`src/rtl/pae_pkg.sv`:
```
// ----------------------------------------------------------------------------
// pae_pkg
// Shared widths, codes and controller/datapath interface types for the
// playhead anchor extrapolator.
// ----------------------------------------------------------------------------
package pae_pkg;

   localparam int WORD_W = 64;
   localparam int ADDR_W = 4;

   localparam logic [WORD_W-1:0] STAMP_RATE_RESET = 64'd10000000;
   localparam logic [WORD_W-1:0] POS_RATE_RESET   = 64'd48000;
   localparam logic [WORD_W-1:0] MS_PER_SEC       = 64'd1000;
   localparam logic [WORD_W-1:0] SLACK_DIV        = 64'd1000;

   // slack = ((pos_rate >> 3) * SLACK_RECIP) >> 68, exact for every 64-bit rate
   localparam int SLACK_PRESHIFT = 3;
   localparam int SLACK_SHIFT    = 68;
   localparam logic [WORD_W-1:0] SLACK_RECIP = WORD_W'(((128'd1 << SLACK_SHIFT) /
      {64'd0, SLACK_DIV >> SLACK_PRESHIFT}) + 128'd1);

   // register indexes (byte address bit 3)
   localparam logic REG_STAMP_RATE = 1'b0;
   localparam logic REG_POS_RATE   = 1'b1;

   // divider operand selections
   localparam logic [1:0] DIV_HW    = 2'd0;
   localparam logic [1:0] DIV_PRED  = 2'd1;
   localparam logic [1:0] DIV_SLACK = 2'd2;
   localparam logic [1:0] DIV_MS    = 2'd3;

   // command codes of an item
   localparam logic CMD_QUERY = 1'b0;
   localparam logic CMD_EPOCH = 1'b1;

   typedef struct packed {
      logic       load_item;
      logic       div_start;
      logic [1:0] div_sel;
      logic       div_capture;
      logic       settle;
      logic       out_load;
   } ctrl_cmd_type;

   typedef struct packed {
      logic cmd;
      logic read_ok;
      logic epoch_valid;
      logic div_done;
      logic out_free;
   } dp_status_type;

endpackage

```
`src/rtl/pae_ctrl.sv`:
```
// ----------------------------------------------------------------------------
// pae_ctrl
// Sequencer: takes an item, runs the divider passes it needs, settles the
// position and hands the result to the output register.
// ----------------------------------------------------------------------------
module pae_ctrl (
   input  logic                    clock,
   input  logic                    reset,
   input  logic                    in_valid,
   output logic                    in_ready,
   input  pae_pkg::dp_status_type  status,
   output pae_pkg::ctrl_cmd_type   ctrl
);
   import pae_pkg::*;

   localparam logic [3:0] S_IDLE       = 4'd0;
   localparam logic [3:0] S_DISPATCH   = 4'd1;
   localparam logic [3:0] S_HW_WAIT    = 4'd2;
   localparam logic [3:0] S_PRED_WAIT  = 4'd3;
   localparam logic [3:0] S_SLACK_WAIT = 4'd4;
   localparam logic [3:0] S_SETTLE     = 4'd5;
   localparam logic [3:0] S_MS_START   = 4'd6;
   localparam logic [3:0] S_MS_WAIT    = 4'd7;
   localparam logic [3:0] S_FINISH     = 4'd8;

   logic [3:0] state_ff, state_in;

   always_comb begin
      state_in         = state_ff;
      ctrl             = '0;
      ctrl.div_sel     = DIV_HW;
      in_ready         = 1'b0;
      unique case (state_ff)
         S_IDLE: begin
            in_ready = 1'b1;
            if (in_valid) begin
               ctrl.load_item = 1'b1;
               state_in       = S_DISPATCH;
            end
         end
         S_DISPATCH: begin
            // failed reads and queries before an epoch need no arithmetic
            if (!status.read_ok ||
                (status.cmd == CMD_QUERY && !status.epoch_valid)) begin
               state_in = S_FINISH;
            end else begin
               ctrl.div_start = 1'b1;
               ctrl.div_sel   = DIV_HW;
               state_in       = S_HW_WAIT;
            end
         end
         S_HW_WAIT: begin
            if (status.div_done) begin
               ctrl.div_capture = 1'b1;
               if (status.cmd == CMD_EPOCH) begin
                  state_in = S_FINISH;
               end else begin
                  ctrl.div_start = 1'b1;
                  ctrl.div_sel   = DIV_PRED;
                  state_in       = S_PRED_WAIT;
               end
            end
         end
         S_PRED_WAIT: begin
            if (status.div_done) begin
               ctrl.div_capture = 1'b1;
               ctrl.div_start   = 1'b1;
               ctrl.div_sel     = DIV_SLACK;
               state_in         = S_SLACK_WAIT;
            end
         end
         S_SLACK_WAIT: begin
            if (status.div_done) begin
               ctrl.div_capture = 1'b1;
               state_in         = S_SETTLE;
            end
         end
         S_SETTLE: begin
            ctrl.settle = 1'b1;
            state_in    = S_MS_START;
         end
         S_MS_START: begin
            ctrl.div_start = 1'b1;
            ctrl.div_sel   = DIV_MS;
            state_in       = S_MS_WAIT;
         end
         S_MS_WAIT: begin
            if (status.div_done) begin
               ctrl.div_capture = 1'b1;
               state_in         = S_FINISH;
            end
         end
         S_FINISH: begin
            // hold until the result register is free
            if (status.out_free) begin
               ctrl.out_load = 1'b1;
               state_in      = S_IDLE;
            end
         end
         default: begin
            state_in = S_IDLE;
         end
      endcase
   end

   always_ff @(posedge clock) begin
      if (reset) begin
         state_ff <= S_IDLE;
      end else begin
         state_ff <= state_in;
      end
   end

endmodule
```
`config.mk`:
```
export PLATFORM = sky130hd
export DESIGN_NAME = pae_ctrl
export DESIGN_NICKNAME = d
export VERILOG_FILES = /design/src/rtl/pae_pkg.sv /design/src/rtl/pae_ctrl.sv
export SDC_FILE = /design/constraint.sdc
export NUM_CORES = 1
export LEC_CHECK = 0
export BUFFER_PORTS_ARGS = -buffer_cell sky130_fd_sc_hd__buf_2
export CAP_MARGIN = 20
export CELL_PAD_IN_SITES_DETAIL_PLACEMENT = 2
export CELL_PAD_IN_SITES_GLOBAL_PLACEMENT = 2
export CORE_AREA = 5 5 47 49
export CTS_BUF_LIST = sky130_fd_sc_hd__clkbuf_16
export DETAILED_ROUTE_END_ITERATION = 16
export DIE_AREA = 0 0 52 54
export GPL_TIMING_DRIVEN = 1
export PLACE_DENSITY_LB_ADDON = 0.1
export SETUP_SLACK_MARGIN = 0.2
export SLEW_MARGIN = 25
export SYNTH_ARGS = -nofsm -noshare
export SYNTH_HDL_FRONTEND = slang
export SYNTH_SLANG_ARGS = --single-unit
```
`constraint.sdc`:
```
create_clock -name clock -period 1.7 [get_ports clock]
set_clock_uncertainty 0.1 [all_clocks]
set_input_delay 0.17 -clock clock [delete_from_list [all_inputs] [get_ports clock]]
set_output_delay 0.17 -clock clock [all_outputs]
set_load 0.02 [all_outputs]
```
Yosys cells after proc, flatten, opt, wreduce, memory -nomap -nowiden
Cells that the tools add are included.
- reduce and logical (&&, ||, !) cells: 7
- multiplexer cells: 22
- bitwise gates (word level): 1
- eq/ne operators: 14
- operators with widths (operator ; count):
    two-way mux 4 bit ; 10
    case mux 4 bit (9 select lines) ; 1
    == test 4 x 3 -> 1 bit (second input constant) ; 4
    != test 2 bit (second input constant) ; 6
    case mux 3 bit (4 select lines) ; 1
    == test 4 x 2 -> 1 bit (second input constant) ; 2
    two-way mux 1 bit ; 7
    two-way mux 3 bit ; 2
    AND reduction 6 bit ; 1
    == test 4 x 1 -> 1 bit (second input constant) ; 1
    == test 4 bit (second input constant) ; 1
    logical NOT 4 bit ; 1
    case mux 1 bit (3 select lines) ; 1
    logical NOT 1 bit ; 2
    OR reduction 2 bit ; 1
    logical AND 1 bit ; 1
    logical OR 1 bit ; 1
    inverter 1 bit ; 1
- flip-flop bits (word level): 4
- bits of input ports: 8
- logic and storage cells: 45
- output and inout port bits: 8

Longest topological paths before layout
- depth after elaboration: 5
- depth in mapped cells: 5
- mapped depth without buffers: 4

Worst setup path before layout
No wires, ideal clock.
- kind: register -> output
- from: register state_ff[0]
- to: output port ctrl[2] in the netlist's numbering
- path slack: 129 ps
- stages on the path, launching flop included: 5
- path buffers: 1
- required time: 1430 ps
- arrival time: 1301 ps
- cell sequence: dfxtp_1 > buf_2 > nand2b_1 > xor2_1 > nor3b_1
- RTL lines (element ; line ; text):
    start: declaration ; pae_ctrl.sv:26 ; logic [3:0] state_ff, state_in;
    start signal: assignment ; pae_ctrl.sv:110 ; state_ff <= state_in;
    end: declaration ; pae_ctrl.sv:12 ; output pae_pkg::ctrl_cmd_type ctrl

==> metrics.cfg <==
[pwr]
cellPowerDensity_nw_per_um2=1073
fin_total_pwr_uw=750.6
vdd_ir_drop_max_uv=291.1
leakagePower_uw=0.0002980

[grt]
grt_max_degree=12
grt_pass1_wl_um=2304
grt_pass1_vias=519
antenna_found_initial=0
overflow=0
grt_usage_pct=11.39

[cts]
cts_hold_buffers=0
cts_tree=done
clkTransAtPathRegs_ns=0.03
clockBufferDepth=2
cts_htree_levels=1
root_buffer=clkbuf_16
cts.sinks=4
insertion_delay_ns=0.23
cts_buffers=3

[route]
wl_um=1556
drt_iter0_drc=3
drc=0
dr.pass1.iters=4
via_per_inst=4.850
wl_per_cell_um=15.56
routed-via-count=485
ant_nets=0

[floorplan]
die-area_um2=2808
dieWidth_um=52
die_height_um=54
fp-row-count=16
start_util_pct=20.95
core_um2=1822
io_pins=16

[job]
max_cap_viol_count=0

[setup_path]
crit_path_start_kind=flop
path_max_fanout=6
worstPathCellList=or3_4 > nor3_4 > buf_6
worst-path-buf-inv=1
endpoint_kind=output port
arrival_ns=1.30
max_stage_delay_ns=0.45
critPathRequiredTime_ns=1.43
critPathSlowestCell=or3_4
cp_top_family=simple AND/OR/NAND/NOR gates
critical_path_class=flop to output port

[finish]
largest_register_ffs=4
fin_nets=83
final_cell_mix=10 x buf_4, 8 x buf_2, 5 x o21ai_0, 4 x buf_6
antenna_cells=0
reg.largest.list=state_ff (4)
layout_commonest_cell=buf_4
area_growth_pct=83.28
fillers=210
multi_input_area_um2=327.8
top_register=state_ff
drive_gt1_share_pct=56.16
ff_latch_area_um2=90.09
finish.utilization_pct=38.39

[place]
dpl.hpwl_um=967.7
place_congestion=0.6552
io_buffers=15

[timing]
max_slew_margin_pct=72.70
worst_pin_slew_ns=0.4082
tns_ns=0
whs_ns=0.07308
max_freq_mhz=636.0
slew_violations=0
finalCriticalPeriod_ns=1.572
setup_viol=0
hold_viol_final=0
rsz0062_at_grt=yes
fin_crit_sh_pct=92.49

[yosys]
seq_area_frac_synth_pct=20.98
syn_avg_cell_area_um2=7.483
syn_area_um2=381.6
syn_nets=59
synth_seq_cells=4
syn-instance-count=51
ys_types=28
yosys_warnings=0

[run_status]
status=finished clean

[min_path]
hp-class=input pin to flop

synthesized netlist by cell type:
cell | instances | share of area [%]
and4b_1 | 1 | 2.6
a31oi_1 | 1 | 1.6
and2b_1 | 1 | 2.0
and3b_1 | 1 | 2.3
or2b_1 | 1 | 2.0
or4b_1 | 1 | 2.6
a21oi_1 | 3 | 3.9
or3_4 | 1 | 3.0
nand3_1 | 1 | 1.3
nor2b_1 | 2 | 3.3
xor2_1 | 2 | 4.6
buf_6 | 1 | 3.0
o21ai_0 | 6 | 7.9
inv_1 | 2 | 2.0
mux2_2 | 1 | 3.0
nand3b_1 | 1 | 2.0
dfxtp_1 | 4 | 21
nor3b_1 | 2 | 3.9
nor3_1 | 4 | 5.2
nand2_1 | 1 | 0.98
a2111o_1 | 1 | 3.0
clkbuf_1 | 1 | 0.98
nand2b_1 | 3 | 4.9
nand4b_1 | 1 | 2.3
nor2_1 | 4 | 3.9
a22oi_1 | 1 | 2.0
buf_2 | 2 | 2.6
o32ai_1 | 1 | 2.3
area by class of cell:
cell class,instances,share of cell area (%)
well taps,27,4.830
inverters,2,1.073
clock buffers,3,10.73
repair buffers,23,23.61
multi-input cells,41,46.87
flip-flops and latches,4,12.88
routing by layer:
metal / up-vias / global-route usage (%) / part of all wire, %
met5: - / 0 / 0
met4: 0 / 7.860 / 3.1
met3: 5 / 1.939 / 4.1
met2: 19 / 18.83 / 49
met1: 232 / 13.36 / 44
li1: 229 / - / -
where the power goes:
part,total (uW),switching (uW),internal [uW],leakage [uW]
sequential,132,24.2,108,0.0000350
combinational,249,124,125,0.000226
clock,369,68.6,301,0.0000370
total,751,217,534,0.000298
cells by family after synthesis:
kind of cell | count (synthesis) | share of synthesized area [%]
XOR/XNOR | 2 | 4.591
AND/OR/NAND/NOR | 25 | 42.29
AO/OA/AOI/OAI | 13 | 20.66
buffers and inverters | 6 | 8.524
flip-flops | 4 | 20.98
multiplexers | 1 | 2.951
final timing paths:
path,start,to,slack [ns],depth (start not counted)
setup / recovery,state_ff[0]$_SDFFE_PP0P_,ctrl[6],0.13,3
hold / removal,reset,state_ff[1]$_SDFFE_PP0P_,0.07,2
setup reg to reg,state_ff[0]$_SDFFE_PP0P_,state_ff[3]$_SDFFE_PP0P_,0.16,3
hold reg to reg,state_ff[3]$_SDFFE_PP0P_,state_ff[1]$_SDFFE_PP0P_,0.51,1
metrics by stage:
step | setup slack [ns] | instance area [um^2] | cells
after detailed placement | 0.1447 | 505.5 | 93
final | 0.1277 | 699.4 | 100
after CTS | 0.1659 | 651.9 | 99
after global routing | 0.08487 | 699.4 | 100
after floorplan | 0.2049 | 391.6 | 51
after global placement | 0.1401 | 505.5 | 93
repair_timing:
action,4_1_cts,5_1_grt
pin swaps,2,2
setup buffers,3,1
resized for setup,16,12
endpoints found under the setup margin,10,8
Power figures use the tool's default switching activity.
